`config.mk`:
```
export PLATFORM = sky130hd
export DESIGN_NAME = compact_isa_subopcode_decoder_core_flat
export DESIGN_NICKNAME = d
export VERILOG_FILES = /design/src/hdl/cisd_pkg.sv /design/src/hdl/cisd_in_if.sv /design/src/hdl/cisd_out_if.sv /design/src/hdl/compact_isa_subopcode_decoder_core.sv /design/src/hdl/cisd_decode.sv /design/src/flat_wrapper.sv
export SDC_FILE = /design/constraint.sdc
export NUM_CORES = 1
export LEC_CHECK = 0
export BUFFER_PORTS_ARGS = -buffer_cell sky130_fd_sc_hd__buf_2
export CAP_MARGIN = 20
export CORE_MARGIN = 3
export CORE_UTILIZATION = 50
export DETAILED_ROUTE_END_ITERATION = 10
export PLACE_DENSITY = 0.8
export REMOVE_ABC_BUFFERS = 1
export SETUP_SLACK_MARGIN = 0.05
export SLEW_MARGIN = 5
export SYNTH_ARGS = -nofsm -noshare
export SYNTH_HDL_FRONTEND = slang
export SYNTH_HIERARCHICAL = 1
export SYNTH_SLANG_ARGS = --single-unit
```
`constraint.sdc`:
```
create_clock -name i_clk -period 5.8 [get_ports i_clk]
set_input_delay 0.29 -clock i_clk [delete_from_list [all_inputs] [get_ports i_clk]]
set_output_delay 0.29 -clock i_clk [all_outputs]
set_load 0.05 [all_outputs]
```
`src/hdl/cisd_pkg.sv`:
```
// Shared opcode codes, condition codes, result type and a branch-condition helper for the subopcode decoder.
package cisd_pkg;

    localparam int WordW = 32;
    localparam int OpW   = 5;
    localparam int SubW  = 6;
    localparam int CcW   = 4;

    localparam logic [OpW-1:0] OP_00 = 5'h00;
    localparam logic [OpW-1:0] OP_01 = 5'h01;
    localparam logic [OpW-1:0] OP_04 = 5'h04;
    localparam logic [OpW-1:0] OP_05 = 5'h05;
    localparam logic [OpW-1:0] OP_06 = 5'h06;
    localparam logic [OpW-1:0] OP_07 = 5'h07;
    localparam logic [OpW-1:0] OP_08 = 5'h08;
    localparam logic [OpW-1:0] OP_09 = 5'h09;
    localparam logic [OpW-1:0] OP_0A = 5'h0A;
    localparam logic [OpW-1:0] OP_0B = 5'h0B;
    localparam logic [OpW-1:0] OP_0C = 5'h0C;
    localparam logic [OpW-1:0] OP_0D = 5'h0D;
    localparam logic [OpW-1:0] OP_0E = 5'h0E;
    localparam logic [OpW-1:0] OP_0F = 5'h0F;
    localparam logic [OpW-1:0] OP_17 = 5'h17;
    localparam logic [OpW-1:0] OP_18 = 5'h18;
    localparam logic [OpW-1:0] OP_19 = 5'h19;
    localparam logic [OpW-1:0] OP_1C = 5'h1C;
    localparam logic [OpW-1:0] OP_1D = 5'h1D;
    localparam logic [OpW-1:0] OP_1E = 5'h1E;

    localparam logic [SubW-1:0] SUB_EXT  = 6'h2F;
    localparam logic [SubW-1:0] SUB_ZOP  = 6'h3F;
    localparam logic [2:0]      SUB_CMP  = 3'h7;
    localparam logic [2:0]      SUB_JEQ  = 3'h4;
    localparam logic [2:0]      SUB_JNE  = 3'h5;
    localparam logic [2:0]      SUB_LDB  = 3'h5;
    localparam logic [2:0]      SUB_MVA  = 3'h6;
    localparam logic [2:0]      SUB_MVB  = 3'h7;
    localparam logic [1:0]      BR_EQ    = 2'd1;
    localparam logic [1:0]      BR_NE    = 2'd2;
    localparam logic [1:0]      BR_CC    = 2'd3;

    localparam logic [CcW-1:0] CC_AL = 4'd0;
    localparam logic [CcW-1:0] CC_EQ = 4'd1;
    localparam logic [CcW-1:0] CC_NE = 4'd2;
    localparam logic [CcW-1:0] CC_LO = 4'd5;
    localparam logic [CcW-1:0] CC_HS = 4'd6;
    localparam logic [CcW-1:0] CC_GT = 4'd9;
    localparam logic [CcW-1:0] CC_GE = 4'd10;
    localparam logic [CcW-1:0] CC_LT = 4'd11;
    localparam logic [CcW-1:0] CC_LE = 4'd12;
    localparam logic [CcW-1:0] CC_HI = 4'd13;
    localparam logic [CcW-1:0] CC_LS = 4'd14;

    typedef struct packed {
        logic [OpW-1:0]  major_opcode;
        logic [SubW-1:0] sub_one;
        logic [SubW-1:0] sub_two;
        logic [SubW-1:0] sub_three;
        logic [CcW-1:0]  cond_code;
    } t_dec;

    function automatic logic [CcW-1:0] bcc_map(input logic [2:0] sel);
        logic [CcW-1:0] cc;
        case (sel)
            3'd0:    cc = CC_GT;
            3'd1:    cc = CC_GE;
            3'd2:    cc = CC_LT;
            3'd3:    cc = CC_LE;
            3'd4:    cc = CC_HI;
            3'd5:    cc = CC_HS;
            3'd6:    cc = CC_LO;
            default: cc = CC_LS;
        endcase
        return cc;
    endfunction

endpackage

```
`src/hdl/cisd_in_if.sv`:
```
// Valid/ready channel that carries one instruction word beat.
interface cisd_in_if;
    logic                            valid;
    logic                            ready;
    logic [cisd_pkg::WordW-1:0]      instr_word;
    logic                            is_short;

    modport source (output valid, output instr_word, output is_short, input ready);
    modport sink   (input valid, input instr_word, input is_short, output ready);
endinterface

```
`src/hdl/cisd_out_if.sv`:
```
// Valid/ready channel that carries one decoded result beat.
interface cisd_out_if;
    logic                           valid;
    logic                           ready;
    logic [cisd_pkg::OpW-1:0]       major_opcode;
    logic [cisd_pkg::SubW-1:0]      sub_one;
    logic [cisd_pkg::SubW-1:0]      sub_two;
    logic [cisd_pkg::SubW-1:0]      sub_three;
    logic [cisd_pkg::CcW-1:0]       cond_code;

    modport source (output valid, output major_opcode, output sub_one, output sub_two,
                    output sub_three, output cond_code, input ready);
    modport sink   (input valid, input major_opcode, input sub_one, input sub_two,
                    input sub_three, input cond_code, output ready);
endinterface

```
`src/hdl/compact_isa_subopcode_decoder_core.sv`:
```
// Top level of the instruction subopcode decoder with input and result registers.
//
// Usage: an instruction beat (instr_word, is_short) enters on the i_in channel and one
// decoded beat (major opcode, three subopcode fields, implied condition code) leaves
// on the o_out channel for every beat taken. Both channels move a beat at a rising
// edge where valid and ready are both high.
// An accepted beat is held in the input register, decoded there by shallow logic
// and captured in the result register when that register can advance, from which
// its result is offered. Both registers advance together, so one beat per cycle is
// taken and delivered while the receiver keeps ready high.
// When the receiver stalls, the result register holds its beat and the input register
// fills behind it; i_in.ready drops only when both are full, and rises again in the
// same cycle that the receiver takes the held result.
// A synchronous active-low reset empties both registers; no beats are offered and
// i_in.ready is high in the first cycle after reset.
module compact_isa_subopcode_decoder_core (
    input  logic          i_clk,
    input  logic          i_rst_n,
    cisd_in_if.sink       i_in,
    cisd_out_if.source    o_out
);

    logic                       r_in_valid;
    logic                       n_in_valid;
    logic [cisd_pkg::WordW-1:0] r_instr_word;
    logic                       r_is_short;
    logic                       r_out_valid;
    logic                       n_out_valid;
    cisd_pkg::t_dec             r_res;
    cisd_pkg::t_dec             dec;
    logic                       adv;
    logic                       take;

    cisd_decode u_decode (
        .i_instr_word (r_instr_word),
        .i_is_short   (r_is_short),
        .o_dec        (dec)
    );

    assign adv        = !r_out_valid || o_out.ready;
    assign i_in.ready = !r_in_valid || adv;
    assign take       = i_in.valid && i_in.ready;

    always_comb begin
        n_in_valid  = r_in_valid;
        n_out_valid = r_out_valid;
        if (adv) begin
            n_out_valid = r_in_valid;
        end
        if (i_in.ready) begin
            n_in_valid = i_in.valid;
        end
    end

    always_ff @(posedge i_clk) begin
        if (!i_rst_n) begin
            r_in_valid  <= 1'b0;
            r_out_valid <= 1'b0;
        end else begin
            r_in_valid  <= n_in_valid;
            r_out_valid <= n_out_valid;
        end
    end

    always_ff @(posedge i_clk) begin
        if (take) begin
            r_instr_word <= i_in.instr_word;
            r_is_short   <= i_in.is_short;
        end
        if (adv && r_in_valid) begin
            r_res <= dec;
        end
    end

    assign o_out.valid        = r_out_valid;
    assign o_out.major_opcode = r_res.major_opcode;
    assign o_out.sub_one      = r_res.sub_one;
    assign o_out.sub_two      = r_res.sub_two;
    assign o_out.sub_three    = r_res.sub_three;
    assign o_out.cond_code    = r_res.cond_code;

endmodule

```
`src/hdl/cisd_decode.sv`:
```
// Combinational opcode and subopcode field decoder.
module cisd_decode (
    input  logic [cisd_pkg::WordW-1:0] i_instr_word,
    input  logic                       i_is_short,
    output cisd_pkg::t_dec             o_dec
);

    logic [cisd_pkg::WordW-1:0] w;
    logic [cisd_pkg::OpW-1:0]   op;
    logic [cisd_pkg::SubW-1:0]  s1;
    logic [cisd_pkg::SubW-1:0]  s2;
    logic [cisd_pkg::SubW-1:0]  s3;
    logic [cisd_pkg::CcW-1:0]   cc;

    assign w  = i_is_short ? {16'h0000, i_instr_word[15:0]} : i_instr_word;
    assign op = i_is_short ? w[15:11] : w[31:27];

    always_comb begin
        s1 = '0;
        s2 = '0;
        s3 = '0;
        cc = cisd_pkg::CC_AL;
        unique case (op) inside
            cisd_pkg::OP_00: begin
                s1 = {5'd0, w[16]};
            end
            cisd_pkg::OP_01: begin
                s1 = {5'd0, w[16]};
                if (w[16]) begin
                    s2 = {5'd0, w[4]};
                    s3 = {2'd0, w[3:0]};
                end else begin
                    s2 = {5'd0, w[17]};
                end
            end
            cisd_pkg::OP_04, cisd_pkg::OP_05, cisd_pkg::OP_06, cisd_pkg::OP_07: begin
                s1 = w[21:16];
                if (w[21:16] == cisd_pkg::SUB_EXT) begin
                    s2 = w[5:0];
                    if (w[5:0] == cisd_pkg::SUB_ZOP) begin
                        s3 = {w[14:12], w[26:24]};
                    end
                end
            end
            cisd_pkg::OP_08: begin
                s1 = {5'd0, w[2]};
            end
            cisd_pkg::OP_09, cisd_pkg::OP_0A: begin
                s1 = w[3] ? 6'd1 : {4'd0, w[4], 1'b0};
            end
            cisd_pkg::OP_0B: begin
                s1 = {5'd0, w[10]};
            end
            cisd_pkg::OP_0C, cisd_pkg::OP_0D: begin
                s1 = {4'd0, w[4:3]};
            end
            cisd_pkg::OP_0E: begin
                s1 = {3'd0, w[4:2]};
            end
            cisd_pkg::OP_0F: begin
                s1 = {1'b0, w[4:0]};
                if (w[4:0] == 5'd0) begin
                    s2 = {3'd0, w[7:5]};
                    if (w[7:5] == cisd_pkg::SUB_CMP) begin
                        s3 = {3'd0, w[10:8]};
                        if (w[10:8] == cisd_pkg::SUB_JEQ) begin
                            cc = cisd_pkg::CC_EQ;
                        end else if (w[10:8] == cisd_pkg::SUB_JNE) begin
                            cc = cisd_pkg::CC_NE;
                        end
                    end
                end
            end
            cisd_pkg::OP_17, cisd_pkg::OP_18: begin
                s1 = {3'd0, w[7:5]};
                if (w[7:5] == cisd_pkg::SUB_LDB) begin
                    s2 = {5'd0, w[8]};
                end else if (w[7:5] == cisd_pkg::SUB_MVA || w[7:5] == cisd_pkg::SUB_MVB) begin
                    s2 = w[0] ? {1'b0, w[4:0]} : 6'd0;
                end
            end
            cisd_pkg::OP_19: begin
                s1 = {4'd0, w[10:9]};
            end
            cisd_pkg::OP_1C: begin
                s1 = {5'd0, w[7]};
            end
            cisd_pkg::OP_1D: begin
                s1 = {5'd0, w[7]};
                cc = w[7] ? cisd_pkg::CC_NE : cisd_pkg::CC_EQ;
            end
            cisd_pkg::OP_1E: begin
                s1 = {4'd0, w[10:9]};
                if (w[10:9] == cisd_pkg::BR_EQ) begin
                    cc = cisd_pkg::CC_EQ;
                end else if (w[10:9] == cisd_pkg::BR_NE) begin
                    cc = cisd_pkg::CC_NE;
                end else if (w[10:9] == cisd_pkg::BR_CC) begin
                    s2 = {3'd0, w[8:6]};
                    cc = cisd_pkg::bcc_map(w[8:6]);
                end
            end
            default: begin
                s1 = '0;
            end
        endcase
    end

    assign o_dec.major_opcode = op;
    assign o_dec.sub_one      = s1;
    assign o_dec.sub_two      = s2;
    assign o_dec.sub_three    = s3;
    assign o_dec.cond_code    = cc;

endmodule

```
`src/flat_wrapper.sv`:
```
// flat-port wrapper written by rule: the top's interface ports become plain ports
module compact_isa_subopcode_decoder_core_flat 
  (i_clk, i_rst_n, i_in_valid, i_in_instr_word, i_in_is_short, i_in_ready, o_out_valid, o_out_major_opcode, o_out_sub_one, o_out_sub_two, o_out_sub_three, o_out_cond_code, o_out_ready);
  cisd_in_if i_in_i ();
  cisd_out_if o_out_i ();
  input  logic i_clk;
  input  logic i_rst_n;
  input wire logic [$bits(i_in_i.valid)-1:0] i_in_valid;
  input wire logic [$bits(i_in_i.instr_word)-1:0] i_in_instr_word;
  input wire logic [$bits(i_in_i.is_short)-1:0] i_in_is_short;
  output wire logic [$bits(i_in_i.ready)-1:0] i_in_ready;
  output wire logic [$bits(o_out_i.valid)-1:0] o_out_valid;
  output wire logic [$bits(o_out_i.major_opcode)-1:0] o_out_major_opcode;
  output wire logic [$bits(o_out_i.sub_one)-1:0] o_out_sub_one;
  output wire logic [$bits(o_out_i.sub_two)-1:0] o_out_sub_two;
  output wire logic [$bits(o_out_i.sub_three)-1:0] o_out_sub_three;
  output wire logic [$bits(o_out_i.cond_code)-1:0] o_out_cond_code;
  input wire logic [$bits(o_out_i.ready)-1:0] o_out_ready;
  assign i_in_i.valid = i_in_valid;
  assign i_in_i.instr_word = i_in_instr_word;
  assign i_in_i.is_short = i_in_is_short;
  assign i_in_ready = i_in_i.ready;
  assign o_out_valid = o_out_i.valid;
  assign o_out_major_opcode = o_out_i.major_opcode;
  assign o_out_sub_one = o_out_i.sub_one;
  assign o_out_sub_two = o_out_i.sub_two;
  assign o_out_sub_three = o_out_i.sub_three;
  assign o_out_cond_code = o_out_i.cond_code;
  assign o_out_i.ready = o_out_ready;
  compact_isa_subopcode_decoder_core u_core (.i_clk(i_clk), .i_rst_n(i_rst_n), .i_in(i_in_i), .o_out(o_out_i));
endmodule
```
Word-level counts from Yosys, hierarchy flattened:

Index checks and enable logic that the tools add are counted.
Widths: inputs -> output; s select.

* register bits after elaboration: 62
* output and inout bits: 29
* input bits: 37
* word-level logic and storage cells: 91

* mux-type cells: 30
* reductions and logical operators: 17
* eq/ne operators: 35

Operators with widths (count)
* $pmux 6 s11: 1
* $eq 5x4->1 const B: 8
* $mux 32: 1
* $eq 5x5->1 const B: 6
* $pmux 6 s5: 1
* $pmux 4 s7: 1
* $eq 3x3->1 const B: 8
* $eq 5x3->1 const B: 4
* $mux 5: 4
* $mux 3: 6
* $mux 6: 3
* $pmux 6 s3: 1
* $mux 4: 4
* $eq 6x6->1 const B: 2
* $mux 2: 6
* $pmux 4 s3: 1
* $reduce_or 2->1: 6
* $logic_not 5->1: 2
* $eq 3x2->1 const B: 2
* $eq 5x1->1 const B: 1
* $eq 2x2->1 const B: 2
* $reduce_or 4->1: 1
* $eq 3x1->1 const B: 1
* $logic_not 3->1: 1
* 5 further kinds: 9

Longest topological paths before layout:

* depth in word-level cells: 7
* mapped depth: 7

Cells and area by module:

Netlist, hierarchy kept.

Modules (own cells, without submodules)
* compact_isa_subopcode_decoder_core: area an instance 1905.6 um^2, seq. area each 1841.8 um^2, instances 1, cells each 69
* cisd_decode: area an instance 883.3 um^2, seq. area each 0.0 um^2, instances 1, cells each 125

Least setup slack after synthesis:

Ideal clock, no wire load.

* path type: register to register
* from: register u_core.r_out_valid (netlist: u_core/o_out.valid)
* to: register u_core/r_instr_word[0] (netlist name), enable pin
* buffers on the path: 0
* arrival: 2369 ps
* cell stages (with the launch flop): 3
* slack: 2996 ps
* data required time: 5366 ps
* cell sequence: dfxtp_1 nor2b_4 a21oi_1

* longest elaborated chain between the ends: 4

RTL lines
* start, declared: RTL line compact_isa_subopcode_decoder_core.sv:27 `logic r_out_valid;`
* start signal, assigned: RTL line compact_isa_subopcode_decoder_core.sv:61 `r_out_valid <= n_out_valid;`
* $logic_not 1->1: RTL line compact_isa_subopcode_decoder_core.sv:40 `assign adv = !r_out_valid || o_out.ready;`
* $logic_or 1x1->1: RTL line compact_isa_subopcode_decoder_core.sv:40
* $logic_or 1x1->1: RTL line compact_isa_subopcode_decoder_core.sv:41 `assign i_in.ready = !r_in_valid || adv;`
* $logic_and 1x1->1: RTL line compact_isa_subopcode_decoder_core.sv:42 `assign take = i_in.valid && i_in.ready;`
* via u_core.take: RTL line compact_isa_subopcode_decoder_core.sv:32 `logic take;`
* end signal, assigned: RTL line compact_isa_subopcode_decoder_core.sv:67 `r_instr_word <= i_in.instr_word;`
* end, declared: RTL line compact_isa_subopcode_decoder_core.sv:25 `logic [cisd_pkg::WordW-1:0] r_instr_word;`

The timed path passes the listed nets, and every way through them passes these cells.
A chain may end at the register's enable or synchronous reset.

==> key figures <==
Floorplan
  – Die Height: 79.88 um
  – Core area: between 5000 and 6000 um^2
  – Chip Width: 79.88 um
  – Starting Density: 0.5243
  – Die Area: 6380 um^2
  – Rows: 26
  – Io pins: 66

Placed design
  – Final HPWL DP: 3775 um
  – GP Congestion: 0.8836
  – DP Worst Slack: 3.308 ns
  – Port Buffer Count: 63

Power and ir drop
  – PwrDens: between 200 and 300 nW/um^2
  – Worst VDD drop: 0.1802 mV
  – Leak: 1.287 nW

STA
  – Slew Limit Fails: 0
  – Final setup vio count: 0
  – Skew final: about 0.012 ns
  – Crit path time final: 2.538 ns
  – Final hold vios: 0
  – Worst-Margin Slew: 0.8181 ns
  – Fmax: 394.0 MHz
  – Slew headroom: 0.4546
  – Tcrit/Tclk final: 0.4376
  – Setup_tns: 0 ns
  – RSZ-0062 raised after global routing: no
  – Final worst setup slack: 3.262 ns

CTS
  – Reg clk slew, reported paths: around 0.070 ns
  – Post_cts resized: 0
  – H-tree levels: 3
  – CTS tree: built
  – Clock root cell: clkbuf_8
  – Worst-Skew Late Latency: around 0.34 ns
  – Postcts setup bufs: 0
  – Num Clock Sinks: 60
  – # hold bufs at CTS: 0
  – Total CTS buffers: 9
  – CTS Buffer Depth: 2

GRT
  – Largest net degree at the start of global routing: 32
  – GRT Util Overall: 0.1828
  – Total gr overflow: 0
  – Vias in the first global route: 1737
  – First-pass GRT wire length: 8438 um
  – Initial antenna violation count: 0

Hold path
  – Hold_sp: i_in_instr_word[8]
  – Hold Path Class: input port to flop

Worst setup path
  – Crit path from: u_core/r_is_short
  – WP data required: 5.86 ns
  – Critical path type: flop to flop
  – Critical Path End Type: flop
  – Startpoint types: flop
  – Worst-path fanout max: 20
  – R2R Path Start: u_core/r_is_short
  – CP Data Arrival Time: 2.60 ns

Route
  – WL met1: roughly 2200 um
  – Detail Route Antenna Nets: 0
  – Met3 Wirelength: ~580 um
  – Final WL: 5409 um
  – Avg Vias per Cell: between 5 and 6
  – DRC: 0
  – Max Used Layer: met4
  – WL per Instance: 15.96 um
  – DRT iter0 DRCs: 219
  – First-pass DRT Iterations: 7
  – Vias: 1904
  – DR WL met2: 2556 um

Synthesis
  – Ys Warns: 6
  – Syn avg cell area: 14.21 um^2
  – Mapped Cells: 192
  – Post-synthesis cell area: 2729 um^2

Cells and area
  – Layout cells sized above 1: 0.3717
  – NumNets Final: between 300 and 400
  – Antenna Cells: 0
  – Area growth, synth to finish: 21.41%

Run
  – Max cap viols: 0

Status
  – Status: finished clean
==> registers in the layout, indices dropped and copies added (netlist names) <==
| name | cells |
|---|---|
| u_core/o_out.cond_code | 4 |
| u_core/o_out.sub_three | 6 |
| u_core/o_out.sub_two | 6 |
| u_core/o_out.major_opcode | 5 |
| u_core/r_in_valid | 1 |
| u_core/o_out.valid | 1 |
| u_core/r_instr_word | 30 |
| u_core/o_out.sub_one | 6 |
| u_core/r_is_short | 1 |
==> per-stage QoR <==
step	power [mW]	utilization	instance area, um^2	instances	hold WS [ns]
2_1_floorplan	0.6092	-	2699	188	0.3889
3_3_place_gp	0.6441	0.6000	3123	323	0.4661
3_5_place_dp	0.6464	0.6000	3123	323	0.4681
4_1_cts	0.9991	0.6365	3313	339	0.1129
5_1_grt	1.030	0.6365	3313	339	0.1079
6_report	0.9932	0.6365	3313	339	0.1214
==> critical path: stages, from the launching register on <==
cell and delay [ns]:
edfxtp_1 0.88, mux2i_2 0.41, nor2_1 0.17, a22o_1 0.26, a222oi_1 0.40, nand3_1 0.15
==> worst paths after layout <==
| kind | to | slack (ns) | depth (start not counted) |
|---|---|---|---|
| max reg2reg | u_core/o_out.sub_one[1] | 3.26 | 5 |
| min | u_core/r_instr_word[8] | 0.12 | 1 |
| min reg2reg | u_core/r_in_valid | 0.53 | 2 |
| max | u_core/o_out.sub_one[1] | 3.26 | 5 |
==> power breakdown <==
group	total [mW]	leakage, nW	internal [mW]	switching, mW
registers	0.526	0.562	0.503	0.0231
clock network	0.355	0.0992	0.196	0.159
logic	0.112	0.625	0.0359	0.0765
total	0.993	1.29	0.735	0.258
==> metal layers <==
metal  up-vias  track usage
li1        917            -
met1       855       0.2357
met2       120       0.2696
met3        12      0.05530
met4         0       0.1132
met5         -            0
==> cells in the final DEF (no fill, tap or decap), types with 4 or more instances in the layout <==
cell type / n
nand4_1: 5
inv_1: 11
nand2_1: 6
a221o_1: 5
nand3_1: 7
xnor2_1: 4
o22ai_1: 4
buf_2: 63
clkbuf_8: 9
clkinv_2: 4
nor2_1: 11
and2_1: 4
a32o_1: 5
edfxtp_1: 58
==> final cells by class <==
type	count	area [um^2]
Fill cell	441	1892
Sequential cell	60	1782
Multi-Input combinational cell	114	870.8
Timing Repair Buffer	65	330.3
Clock buffer	9	123.9
Tap cell	70	87.58
Clock inverter	7	66.31
Inverter	14	52.55
Note: power is estimated with default switching activity, not from simulation.
